`src/rtl/minimum_image_distance_2d_defines.svh`:
```
// Assertion macros for the minimum image distance block.
// Used by the top level; expects clk and rst_n in the including scope.
`ifndef MINIMUM_IMAGE_DISTANCE_2D_DEFINES_SVH
`define MINIMUM_IMAGE_DISTANCE_2D_DEFINES_SVH

// Condition holds in the same cycle as the trigger.
`define MID_ASSERT_NOW(lbl, trig, cond) \
  lbl: assert property (@(posedge clk) disable iff (!rst_n) (trig) |-> (cond)) \
    else $error("assertion failed");

// Condition holds after the delay given by dly, counted from the trigger.
`define MID_ASSERT_AFTER(lbl, trig, dly, cond) \
  lbl: assert property (@(posedge clk) disable iff (!rst_n) (trig) |-> ##dly (cond)) \
    else $error("assertion failed");

`endif

```
`src/rtl/mid_pkg.sv`:
```
// Shared types and constants for the minimum image distance block.
// No dependencies.
package mid_pkg;

  localparam int FRAC_BITS = 16;
  localparam int COORD_W   = 32;
  localparam int DIFF_W    = COORD_W + 1;
  localparam int NUM_W     = COORD_W + 2;
  localparam int DEN_W     = COORD_W + 1;
  localparam int PROD_W    = 2 * COORD_W;
  localparam int RAD_W     = 2 * COORD_W;
  localparam int ROOT_W    = RAD_W / 2;
  localparam int ZSQ_W     = 2 * COORD_W - 1;
  localparam int CFG_IDX_W = 3;

  // accept edge to strobe edge, in clock edges
  localparam int PIPE_LAT  = NUM_W + ROOT_W + 8;

  localparam logic [COORD_W-1:0] BOX_DIAG_RST = COORD_W'(10) << FRAC_BITS;
  localparam logic [COORD_W-1:0] KCLAMP       = COORD_W'(1) << 30;

  localparam logic [CFG_IDX_W-1:0] REG_BOX_AX = 3'd0;
  localparam logic [CFG_IDX_W-1:0] REG_BOX_AY = 3'd1;
  localparam logic [CFG_IDX_W-1:0] REG_BOX_AZ = 3'd2;
  localparam logic [CFG_IDX_W-1:0] REG_BOX_BX = 3'd3;
  localparam logic [CFG_IDX_W-1:0] REG_BOX_BY = 3'd4;
  localparam logic [CFG_IDX_W-1:0] REG_BOX_BZ = 3'd5;

  typedef struct packed {
    logic signed [COORD_W-1:0] pos_first_x;
    logic signed [COORD_W-1:0] pos_first_y;
    logic signed [COORD_W-1:0] pos_first_z;
    logic signed [COORD_W-1:0] pos_second_x;
    logic signed [COORD_W-1:0] pos_second_y;
    logic signed [COORD_W-1:0] pos_second_z;
  } in_t;

  typedef struct packed {
    logic        [COORD_W-1:0] distance;
    logic signed [COORD_W-1:0] delta_z;
    logic        [ZSQ_W-1:0]   delta_z_sq;
    logic                      divide_fault;
  } out_t;

endpackage

```
`src/rtl/mid_sqrt_pipe.sv`:
```
// Pipelined digit-by-digit integer square root, one root bit per stage.
// Depends on mid_pkg for default widths.
module mid_sqrt_pipe import mid_pkg::*; #(
  parameter int R_W = RAD_W
) (
  input  logic             clk,
  input  logic [R_W-1:0]   rad_i,
  output logic [R_W/2-1:0] root_o
);

  localparam int RT_W  = R_W / 2;
  localparam int REM_W = RT_W + 3;

  logic [REM_W-1:0] rem_r  [RT_W];
  logic [R_W-1:0]   rad_r  [RT_W];
  logic [RT_W-1:0]  root_r [RT_W];

  for (genvar s = 0; s < RT_W; s++) begin : g_stage
    logic [REM_W-1:0] rem_in;
    logic [R_W-1:0]   rad_in;
    logic [RT_W-1:0]  root_in;
    logic [REM_W-1:0] cur;
    logic [REM_W-1:0] trial;
    logic [REM_W:0]   diff;

    if (s == 0) begin : g_first
      assign rem_in  = '0;
      assign rad_in  = rad_i;
      assign root_in = '0;
    end else begin : g_next
      assign rem_in  = rem_r[s-1];
      assign rad_in  = rad_r[s-1];
      assign root_in = root_r[s-1];
    end

    always_comb begin
      cur   = {rem_in[REM_W-3:0], rad_in[R_W-1 -: 2]};
      trial = {1'b0, root_in, 2'b01};
      diff  = {1'b0, cur} - {1'b0, trial};
    end

    always_ff @(posedge clk) begin
      rem_r[s]  <= diff[REM_W] ? cur : diff[REM_W-1:0];
      rad_r[s]  <= rad_in << 2;
      root_r[s] <= {root_in[RT_W-2:0], ~diff[REM_W]};
    end
  end

  assign root_o = root_r[RT_W-1];

endmodule
```
`config.mk`:
```
export PLATFORM = sky130hd
export DESIGN_NAME = mid_sqrt_pipe
export DESIGN_NICKNAME = d
export VERILOG_FILES = /design/src/rtl/minimum_image_distance_2d_defines.svh /design/src/rtl/mid_pkg.sv /design/src/rtl/mid_sqrt_pipe.sv
export SDC_FILE = /design/constraint.sdc
export NUM_CORES = 2
export LEC_CHECK = 0
export ABC_AREA = 0
export CELL_PAD_IN_SITES_DETAIL_PLACEMENT = 1
export CELL_PAD_IN_SITES_GLOBAL_PLACEMENT = 1
export CORE_MARGIN = 3
export CORE_UTILIZATION = 30
export CTS_CLUSTER_SIZE = 20
export DETAILED_ROUTE_END_ITERATION = 16
export DONT_BUFFER_PORTS = 1
export MAX_ROUTING_LAYER = met4
export PLACE_DENSITY = 0.52
export SETUP_SLACK_MARGIN = 0.5
export SLEW_MARGIN = 20
export SYNTH_ARGS = -nofsm -noshare
export SYNTH_HDL_FRONTEND = slang
export SYNTH_MEMORY_MAX_BITS = 65536
export SYNTH_SLANG_ARGS = --single-unit
```
`constraint.sdc`:
```
create_clock -name clk -period 4.65 [get_ports clk]
set_clock_uncertainty 0.2 [all_clocks]
set_input_delay 0.2325 -clock clk [delete_from_list [all_inputs] [get_ports clk]]
set_output_delay 0.2325 -clock clk [all_outputs]
set_load 0.02 [all_outputs]
```
==> parameters.txt <==
Parameter                              Value

Outcome
  Outcome ... complete, no violations

Hold path
  Worst hold-check path type ... flip-flop to flip-flop
  Min-Delay Path Depth ... 0
  Launch instance of the worst min-delay path ... rad_r[0][664]
  Worst Hold Endpoint ... rad_r[0][728]

Floorplanning
  Floorplan core area ... 296000 µm²
  Number of placed I/O pins ... 97
  Die Outline Area ... 305000 µm²
  Initial Utilization ... 30.3%
  Die outline height ... 552 µm
  Floorplan die width ... 552 µm
  Number of rows in the core area ... 199

Critical path
  Count of buffer and inverter cells on the critical path ... 2
  Kind of capture point of the worst setup path ... flip-flop
  Critical path's largest stage delay ... 0.49 ns
  Critical path depth ... 12
  Worst setup slack for register-to-register paths ... 0.72 ns
  Crit start category ... flip-flop
  Reg-to-reg critical path endpoint ... rem_r[28][5]
  List of cells traversed by the critical path ... inv_1 -> ha_1 -> or3_1 -> o221a_2 -> a41o_1 -> a31oi_2 -> o21ai_2 -> a41oi_2 -> o21ai_1 -> a21oi_4 -> buf_12 -> mux2_2
  FF-to-FF path depth ... 12
  Slowest cell on the critical path ... sky130_fd_sc_hd__dfxtp_1
  Largest driver fanout on the critical path ... 58
  Start of the worst register-to-register path ... root_r[6][96]
  Category of the most critical setup path ... flip-flop to flip-flop
  Data arrival time of the worst path ... 4.49 ns
  CP top delay family ... compound AO/OA/AOI/OAI gates
  Worst path required time ... 5.20 ns

Run
  Number of violations of the max-capacitance limit ... 0

Place
  Post-detailed-placement half-perimeter wirelength ... 160000 µm
  Number of buffers inserted by port buffering ... 0
  Cell total after placement ... 12600
  Weighted congestion reported at the end of routability-driven placement ... 0.812
  Placement-stage cell area ... 94200 µm²
  Minimum setup slack after placement ... 0.564 ns

Timing
  Worst hold slack after final layout ... 0.101 ns
  Headroom to the max-slew limit ... 33.2%
  Final hold vios ... 0
  RSZ-0062 raised after global routing ... yes
  Final worst path period need ... 3.93 ns
  Measured slew at the worst slew-check pin ... 1.00 ns
  Fmax ... 254 MHz
  Final clock period utilization by the worst path ... 84.6%
  Setup TNS Final ... 0 ns
  Setup violation total in the final timing report ... 0
  Setup ws final ... 0.717 ns
  Max-slew violation count ... 0

Drt
  Number of iterations in the first detailed-routing pass ... 7
  Total length of routed wires ... 212000 µm
  Number of DRC violations after detailed routing ... 0
  Wire length per cell after detailed routing ... 16.0 µm
  Number of DRC violations after detailed-routing iteration 0 ... 2108
  Vias post-DR ... 60700
  Count of antenna-violating nets left after detailed routing ... 0
  Detail-routed via count per cell ... 4.58

GRT
  Largest net degree at the start of global routing ... 59
  Antenna violations before repair ... 5
  Global-route wire length before repair ... 345000 µm
  Gr ovfl total ... 0
  Total GRT Usage ... 14.1%
  Vias in the first global route ... 64700

Yosys
  Proportion of synthesized chip area in sequential cells ... 55.5%
  Most frequent cell after synthesis ... sky130_fd_sc_hd__dfxtp_1
  Top FF cell, synth ... sky130_fd_sc_hd__dfxtp_1
  Synth top area share ... 55.5%
  Number of instances in the synthesized netlist ... 8801
  Post-synth cell types ... 97
  Average instance area after synthesis ... 10.2 µm²
  Number of warning messages in the yosys log ... 0
  Register bit count reported by yosys ... 2485
  Post-synthesis instance area ... 89600 µm²
  Post-synth EDFFs ... 0
  Ranking of synthesized cells by instance count ... 2485 x sky130_fd_sc_hd__dfxtp_1, 702 x sky130_fd_sc_hd__inv_1, 609 x sky130_fd_sc_hd__nand2_1
  Ys async rst share ... 0%
  Biggest area consumer among synthesized cells ... sky130_fd_sc_hd__dfxtp_1
  Dominant cells by area after synthesis ... sky130_fd_sc_hd__dfxtp_1 56%, sky130_fd_sc_hd__ha_1 7.3%, sky130_fd_sc_hd__xor2_1 3.9%, sky130_fd_sc_hd__xnor2_1 3.5%, sky130_fd_sc_hd__a21oi_1 3.0%

Pwr
  Power share of the sequential group ... 45.1%
  Internal power contribution ... 44.0 mW
  Maximum vdd ir drop ... 0.346 mV
  Leakage power summed over all cells ... 49.0 nW
  Proportion of power drawn by combinational gates ... 16.6%
  Switch Pwr ... 17.5 mW
  Share of power burned in the clock network ... 38.2%
  Proportion of total power due to net switching ... 28.5%
  Cell Pwr Density ... 581 nW/µm²

Cells and area
  Multi-input gate area in the final layout ... 36600 µm²
  Post-Layout Inst Area ... 106000 µm²
  Net count, final ... 9684
  Proportion of layout cells with a drive suffix above 1 ... 7.56%
  Area added between synthesis and finish ... 18.1%
  Flip-flop and latch area ... 49700 µm²
  Non-filler instance count after layout ... 13200
  Fillers ... 32700

Clock tree
  Worst-case clock buffer depth ... 4
  Num Clock Sinks ... 2485
  Number of buffers inserted during clock tree synthesis ... 287
  Library cell used as clock root buffer ... sky130_fd_sc_hd__clkbuf_16
  Clock insertion delay at the later pin of the skew report ... 0.87 ns
  H-tree level count ... 5
  Clock-pin slew of the registers on the worst-case setup and hold paths ... 0.06 ns
  CTS tree ... built
==> kinds of logic after synthesis <==
kind of cell,after synthesis,share of synthesized area (%)
flip-flops,2485,55.5
AND/OR/NAND/NOR,2244,12.3
AO/OA/AOI/OAI,1825,12.7
buffers and inverters,883,3.75
XOR/XNOR,761,7.44
adder cells (fa/ha/maj),526,7.35
multiplexers,76,0.937
other,1,0.00419
==> layout by cell type, fill, tap and decap left out, types with 88 or more instances in the layout <==
cell	count
sky130_fd_sc_hd__nand2b_1	103
sky130_fd_sc_hd__a21oi_1	540
sky130_fd_sc_hd__o21ai_0	475
sky130_fd_sc_hd__nor2_1	562
sky130_fd_sc_hd__nor3_1	217
sky130_fd_sc_hd__ha_1	526
sky130_fd_sc_hd__dlygate4sd3_1	130
sky130_fd_sc_hd__clkbuf_16	295
sky130_fd_sc_hd__or3_1	88
sky130_fd_sc_hd__nand3_1	125
sky130_fd_sc_hd__xor2_1	401
sky130_fd_sc_hd__nor4_1	104
sky130_fd_sc_hd__nand2_1	609
sky130_fd_sc_hd__a21o_1	222
sky130_fd_sc_hd__o21a_1	125
sky130_fd_sc_hd__xnor2_1	360
sky130_fd_sc_hd__dfxtp_1	2485
sky130_fd_sc_hd__inv_1	702
==> routing by layer <==
| layer | vias to the layer above | routed length [µm] | global-route usage (%) |
|---|---|---|---|
| met2 | 617 | 104000 | 24.4 |
| met5 | - | 0 | - |
| met4 | 0 | 6740 | 4.71 |
| li1 | 30600 | - | - |
| met3 | 418 | 5800 | 1.82 |
| met1 | 29000 | 94800 | 16.7 |
==> power groups by stage <==
| stage | Combinational (mW) | Sequential (mW) | Clock, mW |
|---|---|---|---|
| floorplan | 8.00 | 26.9 | 0 |
| global placement | 9.99 | 28.3 | 0 |
| detailed placement | 10.2 | 28.3 | 0 |
| CTS | 10.4 | 27.9 | 24.5 |
| global route | 11.7 | 28.3 | 25.5 |
| finish | 10.2 | 27.8 | 23.5 |
==> worst max path at each step <==
stage	startpoint	to	slack [ns]
5_1_grt	root_r[3][32]	rem_r[14][18]	0.46
3_3_place_gp	root_r[5][0]	rem_r[21][4]	0.55
2_1_floorplan	root_r[6][96]	rem_r[28][5]	1.37
4_1_cts	root_r[5][0]	rem_r[21][4]	0.50
3_5_place_dp	root_r[7][35]	rem_r[30][3]	0.56
6_report	root_r[6][96]	rem_r[28][5]	0.72
==> state kept, by name, indices dropped and copies added, names as in the netlist <==
name and cells:
root_r 528, rad_r 992, rem_r 965
==> through the flow <==
step	power [mW]	utilization [%]
floorplan	35.0	-
global placement	38.3	31.9
detailed placement	38.5	31.9
CTS	62.8	35.7
global route	65.4	35.8
finish	61.5	35.8
==> layout make-up <==
| cell class | count | area share (%) |
|---|---|---|
| Sequential cell | 2485 | 47.0 |
| Multi-Input combinational cell | 5435 | 34.6 |
| Clock buffer | 396 | 7.84 |
| Tap cell | 3919 | 4.64 |
| Inverter | 708 | 2.51 |
| Clock inverter | 114 | 1.70 |
| Timing Repair Buffer | 176 | 1.61 |
| Antenna cell | 3 | 0.00710 |
==> worst reg2reg max path, cell delays in order, from the launching register on <==
cell	delay, ns
sky130_fd_sc_hd__dfxtp_1	0.49
sky130_fd_sc_hd__inv_1	0.09
sky130_fd_sc_hd__ha_1	0.23
sky130_fd_sc_hd__or3_1	0.40
sky130_fd_sc_hd__o221a_2	0.29
sky130_fd_sc_hd__a41o_1	0.29
sky130_fd_sc_hd__a31oi_2	0.29
sky130_fd_sc_hd__o21ai_2	0.15
sky130_fd_sc_hd__a41oi_2	0.30
sky130_fd_sc_hd__o21ai_1	0.25
sky130_fd_sc_hd__a21oi_4	0.23
sky130_fd_sc_hd__buf_12	0.23
sky130_fd_sc_hd__mux2_2	0.40
==> timing repair <==
action	4_1_cts	5_1_grt
gates resized for setup	0	15
endpoints found under the setup margin	0	83
buffers inserted	0	1
hold buffers	130	0
hold endpoints to repair	65	0
(Power assumes the default switching activity.)
